$ cat src/hw/rtl/cfb_pkg.sv
// Shared types, constants and the CRC-8 byte update for the command frame builder.
// No dependencies; every other file of the block but cfb_checker imports this package.
package cfb_pkg;

    // Frame limits and result batch sizing
    localparam int unsigned MAX_PAYLOAD = 64;
    localparam int unsigned NUM_RES     = 5;
    localparam int unsigned CNT_W       = $clog2(NUM_RES + 1);

    // CRC-8: polynomial 0x07, MSB first, initial value zero
    localparam logic [7:0] CRC_POLY     = 8'h07;
    localparam logic [7:0] CRC_INIT     = 8'h00;
    localparam logic [7:0] VERSION_RST  = 8'h01;
    localparam logic [7:0] SEQ_RST      = 8'h01;

    // Item kind codes
    localparam logic KIND_HEADER  = 1'b0;
    localparam logic KIND_PAYLOAD = 1'b1;

    typedef struct packed {
        logic       kind;
        logic [7:0] command;
        logic [7:0] length;
        logic [7:0] payload_byte;
    } item_t;

    typedef struct packed {
        logic [7:0] data;
        logic       frame_end;
        logic       error;
    } result_t;

    typedef struct packed {
        result_t [NUM_RES-1:0] res;
        logic    [CNT_W-1:0]   count;
    } batch_t;

    // Fold one byte into the running CRC
    function automatic logic [7:0] crc8_byte(input logic [7:0] crc, input logic [7:0] b);
        logic [7:0] c;
        c = crc ^ b;
        for (int i = 0; i < 8; i++) begin
            if (c[7])
                c = {c[6:0], 1'b0} ^ CRC_POLY;
            else
                c = {c[6:0], 1'b0};
        end
        return c;
    endfunction

endpackage

$ cat src/hw/rtl/cfb_in_reg.sv
// Input register of the command frame builder: holds one accepted item.
// Depends on cfb_pkg for the item type.
module cfb_in_reg (
    input  logic           clk,
    input  logic           rst_n,
    input  logic           in_valid,
    output logic           in_stall,
    input  cfb_pkg::item_t in_item,
    input  logic           take,
    output logic           ir_valid,
    output cfb_pkg::item_t ir_item
);
    import cfb_pkg::*;

    logic  valid_reg;
    item_t item_reg;
    logic  accept;

    // Stall only while a held item cannot move on
    assign in_stall = valid_reg && !take;
    assign accept   = in_valid && !in_stall;

    // Track occupancy
    always_ff @(posedge clk or negedge rst_n)
    begin
        if (!rst_n)
            valid_reg <= 1'b0;
        else if (accept)
            valid_reg <= 1'b1;
        else if (take)
            valid_reg <= 1'b0;
    end

    // Capture the item
    always_ff @(posedge clk)
    begin
        if (accept)
            item_reg <= in_item;
    end

    assign ir_valid = valid_reg;
    assign ir_item  = item_reg;

endmodule

$ cat src/hw/rtl/cfb_frame_core.sv
// Frame state and result generation: header, payload, CRC trailer and error results.
// Depends on cfb_pkg for types, limits and the CRC-8 byte function.
module cfb_frame_core (
    input  logic            clk,
    input  logic            rst_n,
    input  logic            cfg_wr_en,
    input  logic [7:0]      cfg_wr_data,
    input  cfb_pkg::item_t  item,
    input  logic            take,
    output cfb_pkg::batch_t batch
);
    import cfb_pkg::*;

    logic       in_frame_reg,   in_frame_next;
    logic [6:0] bytes_left_reg, bytes_left_next;
    logic [7:0] crc_acc_reg,    crc_acc_next;
    logic [7:0] seq_reg,        seq_next;
    logic [7:0] version_reg;

    logic [7:0] hdr_crc;
    logic [7:0] pay_crc;
    logic [6:0] left_dec;
    logic       too_long;

    // Header and payload CRC terms
    assign hdr_crc  = crc8_byte(crc8_byte(crc8_byte(crc8_byte(CRC_INIT, version_reg),
                                item.command), seq_reg), item.length);
    assign pay_crc  = crc8_byte(crc_acc_reg, item.payload_byte);
    assign left_dec = bytes_left_reg - 7'd1;
    assign too_long = item.length > 8'(MAX_PAYLOAD);

    // Build the result batch and next state for the held item
    always_comb
    begin
        in_frame_next   = in_frame_reg;
        bytes_left_next = bytes_left_reg;
        crc_acc_next    = crc_acc_reg;
        seq_next        = seq_reg;
        batch           = '0;

        if (item.kind == KIND_HEADER) begin
            if (too_long) begin
                batch.res[0] = '{data: 8'h00, frame_end: 1'b1, error: 1'b1};
                batch.count  = CNT_W'(1);
            end else begin
                seq_next     = seq_reg + 8'd1;
                batch.res[0] = '{data: version_reg,  frame_end: 1'b0, error: 1'b0};
                batch.res[1] = '{data: item.command, frame_end: 1'b0, error: 1'b0};
                batch.res[2] = '{data: seq_reg,      frame_end: 1'b0, error: 1'b0};
                batch.res[3] = '{data: item.length,  frame_end: 1'b0, error: 1'b0};
                if (item.length == 8'd0) begin
                    batch.res[4]    = '{data: hdr_crc, frame_end: 1'b1, error: 1'b0};
                    batch.count     = CNT_W'(5);
                    in_frame_next   = 1'b0;
                    bytes_left_next = 7'd0;
                    crc_acc_next    = CRC_INIT;
                end else begin
                    batch.count     = CNT_W'(4);
                    in_frame_next   = 1'b1;
                    bytes_left_next = item.length[6:0];
                    crc_acc_next    = hdr_crc;
                end
            end
        end else begin
            if (!in_frame_reg || bytes_left_reg == 7'd0) begin
                batch.res[0] = '{data: 8'h00, frame_end: 1'b1, error: 1'b1};
                batch.count  = CNT_W'(1);
            end else begin
                batch.res[0]    = '{data: item.payload_byte, frame_end: 1'b0, error: 1'b0};
                bytes_left_next = left_dec;
                if (left_dec == 7'd0) begin
                    batch.res[1]  = '{data: pay_crc, frame_end: 1'b1, error: 1'b0};
                    batch.count   = CNT_W'(2);
                    in_frame_next = 1'b0;
                    crc_acc_next  = CRC_INIT;
                end else begin
                    batch.count  = CNT_W'(1);
                    crc_acc_next = pay_crc;
                end
            end
        end
    end

    // Advance frame state when the item moves to the output queue
    always_ff @(posedge clk or negedge rst_n)
    begin
        if (!rst_n) begin
            in_frame_reg   <= 1'b0;
            bytes_left_reg <= 7'd0;
            crc_acc_reg    <= CRC_INIT;
            seq_reg        <= SEQ_RST;
        end else if (take) begin
            in_frame_reg   <= in_frame_next;
            bytes_left_reg <= bytes_left_next;
            crc_acc_reg    <= crc_acc_next;
            seq_reg        <= seq_next;
        end
    end

    // Version register
    always_ff @(posedge clk or negedge rst_n)
    begin
        if (!rst_n)
            version_reg <= VERSION_RST;
        else if (cfg_wr_en)
            version_reg <= cfg_wr_data;
    end

endmodule

$ cat src/hw/rtl/cfb_out_queue.sv
// Result register bank: holds one batch of up to five frame bytes and shifts them out.
// Depends on cfb_pkg for the result and batch types.
module cfb_out_queue (
    input  logic             clk,
    input  logic             rst_n,
    input  logic             load,
    input  cfb_pkg::batch_t  batch,
    output logic             space,
    output logic             out_valid,
    input  logic             out_stall,
    output cfb_pkg::result_t out_res
);
    import cfb_pkg::*;

    result_t    entries_reg  [NUM_RES];
    result_t    entries_next [NUM_RES];
    logic [CNT_W-1:0] left_reg;
    logic       out_take;

    assign out_valid = left_reg != '0;
    assign out_take  = out_valid && !out_stall;
    // Free once the last held result leaves this cycle
    assign space     = (left_reg == '0) || (left_reg == CNT_W'(1) && out_take);
    assign out_res   = entries_reg[0];

    // Load a new batch or shift toward the head
    always_comb
    begin
        for (int i = 0; i < NUM_RES; i++) begin
            if (load)
                entries_next[i] = batch.res[i];
            else if (out_take && i < NUM_RES - 1)
                entries_next[i] = entries_reg[i + 1];
            else
                entries_next[i] = entries_reg[i];
        end
    end

    always_ff @(posedge clk)
    begin
        for (int i = 0; i < NUM_RES; i++)
            entries_reg[i] <= entries_next[i];
    end

    // Count results still to deliver
    always_ff @(posedge clk or negedge rst_n)
    begin
        if (!rst_n)
            left_reg <= '0;
        else if (load)
            left_reg <= batch.count;
        else if (out_take)
            left_reg <= left_reg - CNT_W'(1);
    end

endmodule

$ cat src/hw/rtl/command_frame_builder_crc8_top.sv
// Top level of the command frame builder with CRC-8 trailer.
// Depends on cfb_pkg, cfb_in_reg, cfb_frame_core and cfb_out_queue.
//
// Usage:
//   Input channel (in_valid/in_stall) takes header items (kind 0: command,
//   length) and payload items (kind 1: payload_byte). Output channel
//   (out_valid/out_stall) gives frame bytes, one per result, with frame_end and
//   error flags. A header gives version, command, sequence and length, plus
//   the CRC byte at once if length is zero; a payload item gives its byte,
//   plus the CRC byte after the last one. Bad items give one error result.
//   An item is registered in the input register; its results are then loaded
//   into the output queue once it has space, and shown from its head.
//   Throughput: one item per cycle while each gives a single result and the
//   receiver does not stall; an item with several results holds the input
//   until the output queue has drained them (four or five for a header).
//   cfg_wr_en/cfg_wr_data write the protocol version; write it while idle.
//   Reset: no frame open, sequence 1, version 1, queue empty; ready at once.
//   When the receiver stalls, the current result holds and the input stalls
//   once the held item cannot move into the queue.
module command_frame_builder_crc8_top (
    input  logic       clk,
    input  logic       rst_n,
    input  logic       cfg_wr_en,
    input  logic [7:0] cfg_wr_data,
    input  logic       in_valid,
    output logic       in_stall,
    input  logic       kind,
    input  logic [7:0] command,
    input  logic [7:0] length,
    input  logic [7:0] payload_byte,
    output logic       out_valid,
    input  logic       out_stall,
    output logic [7:0] out_byte,
    output logic       frame_end,
    output logic       error
);
    import cfb_pkg::*;

    item_t   in_item;
    item_t   ir_item;
    logic    ir_valid;
    logic    space;
    logic    take;
    batch_t  batch;
    result_t out_res;

    assign in_item = '{kind: kind, command: command, length: length,
                       payload_byte: payload_byte};
    assign take    = ir_valid && space;

    cfb_in_reg u_in_reg (
        .clk      (clk),
        .rst_n    (rst_n),
        .in_valid (in_valid),
        .in_stall (in_stall),
        .in_item  (in_item),
        .take     (take),
        .ir_valid (ir_valid),
        .ir_item  (ir_item)
    );

    cfb_frame_core u_core (
        .clk         (clk),
        .rst_n       (rst_n),
        .cfg_wr_en   (cfg_wr_en),
        .cfg_wr_data (cfg_wr_data),
        .item        (ir_item),
        .take        (take),
        .batch       (batch)
    );

    cfb_out_queue u_queue (
        .clk       (clk),
        .rst_n     (rst_n),
        .load      (take),
        .batch     (batch),
        .space     (space),
        .out_valid (out_valid),
        .out_stall (out_stall),
        .out_res   (out_res)
    );

    assign out_byte  = out_res.data;
    assign frame_end = out_res.frame_end;
    assign error     = out_res.error;

endmodule

$ cat config.mk
export PLATFORM = sky130hd
export DESIGN_NAME = command_frame_builder_crc8_top
export DESIGN_NICKNAME = d
export VERILOG_FILES = /design/src/hw/rtl/cfb_pkg.sv /design/src/hw/rtl/cfb_in_reg.sv /design/src/hw/rtl/cfb_frame_core.sv /design/src/hw/rtl/cfb_out_queue.sv /design/src/hw/rtl/command_frame_builder_crc8_top.sv
export SDC_FILE = /design/constraint.sdc
export NUM_CORES = 1
export LEC_CHECK = 0
export BUFFER_PORTS_ARGS = -buffer_cell sky130_fd_sc_hd__buf_4
export CORE_ASPECT_RATIO = 0.7
export CORE_MARGIN = 2
export CORE_UTILIZATION = 64
export DETAILED_ROUTE_END_ITERATION = 10
export GPL_ROUTABILITY_DRIVEN = 1
export MAX_ROUTING_LAYER = met4
export PLACE_DENSITY_LB_ADDON = 0.05
export SLEW_MARGIN = 20
export SYNTH_ARGS = -nofsm -noshare
export SYNTH_HDL_FRONTEND = slang
export SYNTH_SLANG_ARGS = --single-unit
$ cat constraint.sdc
create_clock -name clk -period 7.3 [get_ports clk]
set_input_delay 2.19 -clock clk [delete_from_list [all_inputs] [get_ports clk]]
set_output_delay 2.19 -clock clk [all_outputs]
set_load 0.03 [all_outputs]
==> summary.md <==
| Metric | Value |
|---|---|
| Run status | `complete, no violations` |
| Clock tree root buffer cell | `clkbuf_16` |
| Largest net degree at the start of global routing | `37` |
| Vias/cell | `6.12` |
| Power share of the combinational group | `53.8%` |
| Inserted Diodes | `0` |
| Post-route setup TNS | `0 ns` |
| Synthesized area per cell | `12.6 sq um` |
| Crit path setup slack, layout | `2.09 ns` |
| Routability cong. | `0.866` |
| GRT met3 Usage | `7.59%` |
| Slew Viols, Final | `0` |
| Mapped Cells | `443` |
| IO Count | `50` |
| Tcrit/Tclk final | `71.4%` |
| Arr. time, crit path | `5.39 ns` |
| Max clock buf depth | `2` |
| Flop pwr share | `32.1%` |
| Most used cell, CP | `buf_4` |
| EDFF count, synth | `69` |
| Hold WS | `0.490 ns` |
| Mapped Nets | `487` |
| Multi-input gate area | `2360 sq um` |
| Cell Pwr Density | `560 nW/um^2` |
| Synth warn | `0` |
| Nature of the critical path startpoint | `primary input` |
| Cell Area, Synth | `5580 sq um` |
| VDD IR max | `0.000444 V` |
| Filler instances | `566` |
| Worst Tran Pin Value | `0.868 ns` |
| Storage cell area | `3020 sq um` |
| R2R Path End | `u_queue.entries_reg[0][14]$_DFFE_PP_` |
| CP Capture Type | `register` |
| Setup WS pre-CTS | `1.79 ns` |
| H-tree depth | `3` |
| Worst path cell trace | `buf_4, nand2b_1, a21oi_1, nand2_1, inv_1, and3_1, buf_4, a22oi_1, o21ai_0` |
| Clock power frac | `14.1%` |
| Synth Register Bits | `107` |
| Initial DRC count | `341` |
| Post_cts resized | `0` |
| Max reg flops | `46` |
| Global-route wire length before repair | `18900 um` |
| Grt met1 use | `40.3%` |
| PnR Total Power | `3.51 mW` |
| Hold Path Class | `register to register` |
| TritonCTS buffer count | `9` |
| Drc violations | `0` |
| Core area | `8440 sq um` |
| GRT Total Usage | `28.9%` |
| Vias in the first global route | `3447` |
| Reported net switching power | `1.45 mW` |
| Port Buffers | `49` |
| Crit path time final | `5.21 ns` |
| Final Hold Fails | `0` |
| Worst path buffer plus inverter count | `3` |
| Initial antenna violation count | `0` |
| Die W | `116 um` |
| Switch share | `41.3%` |
| Fmax | `192 MHz` |
| Vias | `3662` |
| Reg2reg start | `u_queue.left_reg[0]$_DFFE_PN0P_` |
| Hold path depth | `2` |
| Final wirelength | `12300 um` |
| Worst hold endpoint | `u_core.in_frame_reg$_DFFE_PN0P_` |
| RSZ-0062 raised after global routing | `false` |
| Synth cell types | `52` |
| Max Cap Viol | `0` |
| Final Setup Violations | `0` |
| CP required | `7.48 ns` |
| Die area | `9490 sq um` |
| Clock Latency Late Sink | `0.35 ns` |
| GRT overflow | `0` |
| Max incr delay on CP | `0.86 ns` |
| Sequential share of the synthesized area | `54.1%` |
| Number of core rows | `28` |
| Worst-path clk slew | `0.07 ns` |
| DP Wirelength | `8690 um` |
| Reg2reg setup slack | `3.47 ns` |
| Worst Path Max Fanout | `30` |
| Clock sinks | `107` |
| Slowest CP cell | `inv_1` |
| Post-CTS setup buffer count | `0` |
| CTS tree | `yes` |
| Worst path top cell family by delay | `simple AND/OR/NAND/NOR gates` |
| Fin Clk Skew | `0.00809 ns` |
| P_int | `2.06 mW` |
| Ys flop type | `edfxtp_1` |
| GR Util met2 | `43.0%` |
| Crit path kind | `primary input to register` |
| DR pass1 iterations | `7` |
| Hold Crit Start | `u_core.in_frame_reg$_DFFE_PN0P_` |
| Post-synth ARST share | `33.6%` |
| Final Net Count | `517` |
| Leak pwr | `2.50 nW` |
| Starting density of the core | `66.0%` |
| Routed len/inst | `20.6 um` |
| GR peak layer | `met2` |
| P&R area growth vs syn | `12.2%` |
| Layout cells sized above 1 | `18.0%` |
| Die Y | `82.1 um` |
| Post-route ant nets | `0` |
| CTS Hold Buffers Added | `0` |
| Relative slew slack | `42.1%` |
| Finished Core Util | `74.1%` |
| Worst R2R Path Depth | `10` |
-- cell families (layout without fill, tap and decap cells) --
| family | count (synthesis) | after routing | share of synthesized area, % |
|---|---|---|---|
| multiplexers | 11 | 11 | 2.18 |
| flip-flops | 107 | 107 | 54.1 |
| adder cells (fa/ha/maj) | 6 | 6 | 1.35 |
| AND/OR/NAND/NOR | 89 | 89 | 8.17 |
| AO/OA/AOI/OAI | 81 | 81 | 10.5 |
| buffers and inverters | 44 | 79 | 3.61 |
| XOR/XNOR | 105 | 105 | 20.1 |
-- placed cells by master, fill, tap and decap left out, drive strengths merged, types with 13 or more instances in the layout --
cell / n
xnor2: 80
o21ai: 26
buf: 51
nor2: 18
a22o: 14
dfrtp: 34
xor2: 13
edfxtp: 69
inv: 13
nand2: 21
-- synth_stat cells, types with 4 or more instances --
master	number	area, sq um
and2_1	4	25.0
inv_1	12	45.0
a22oi_1	9	67.6
dfrtp_1	34	851
a22o_1	14	123
buf_4	9	67.6
nand2_1	21	78.8
clkbuf_1	21	78.8
nor2_1	18	67.6
a221o_1	9	90.1
xnor3_1	8	180
nand3_1	5	25.0
xor2_1	13	114
o21ai_0	24	120
edfxtp_1	69	2070
nand2b_1	7	43.8
and3_1	11	68.8
ha_1	6	75.1
mux2_2	9	101
nor3_1	7	35.0
a21oi_1	9	45.0
xnor2_1	77	674
-- final cells by class --
| class | count | area share (%) |
|---|---|---|
| timing repair buffer | 51 | 6.12 |
| inverter | 12 | 0.720 |
| tap | 120 | 2.40 |
| sequential | 107 | 48.2 |
| clock inverter | 5 | 0.980 |
| multi-input combinational | 292 | 37.7 |
| clock buffer | 11 | 3.88 |
-- stage by stage --
stage / instances / instance area, sq um
2_1_floorplan: 443 / 5580
3_3_place_gp: 582 / 5950
3_5_place_dp: 582 / 5950
4_1_cts: 598 / 6260
5_1_grt: 598 / 6260
6_report: 598 / 6260
-- how the worst max path moves through the flow --
stage,startpoint,endpoint,slack [ns],cells past startpoint
2_1_floorplan,out_stall,in_stall,2.37,4
3_3_place_gp,out_stall,u_queue.entries_reg[0][17]$_DFFE_PP_,1.98,9
3_5_place_dp,out_stall,u_queue.entries_reg[0][14]$_DFFE_PP_,1.79,9
4_1_cts,out_stall,in_stall,2.15,6
5_1_grt,out_stall,u_queue.entries_reg[0][14]$_DFFE_PP_,1.87,9
6_report,out_stall,u_queue.entries_reg[0][14]$_DFFE_PP_,2.09,9
-- tightest hold or removal path, delay by kind of cell, from the launching register on --
| family | cells | cell delay [ns] |
|---|---|---|
| and+or+nand+nor | 2 | 0.10 |
| DFF | 1 | 0.36 |
-- per-layer routing --
metal,wire length [um],vias to the layer above
met3,1120,15
met4,161,0
met2,5590,196
li1,-,1641
met5,0,-
met1,5410,1810
-- power by group through the flow --
stage / clock [mW] / combinational, mW / sequential [mW]
after floorplan: 0 / 1.47 / 1.06
after global placement: 0 / 1.82 / 1.13
after detailed placement: 0 / 1.86 / 1.13
after CTS: 0.498 / 1.88 / 1.12
after global routing: 0.520 / 2.04 / 1.15
final: 0.493 / 1.89 / 1.13
No activity file was read; power rests on OpenSTA's default activity.
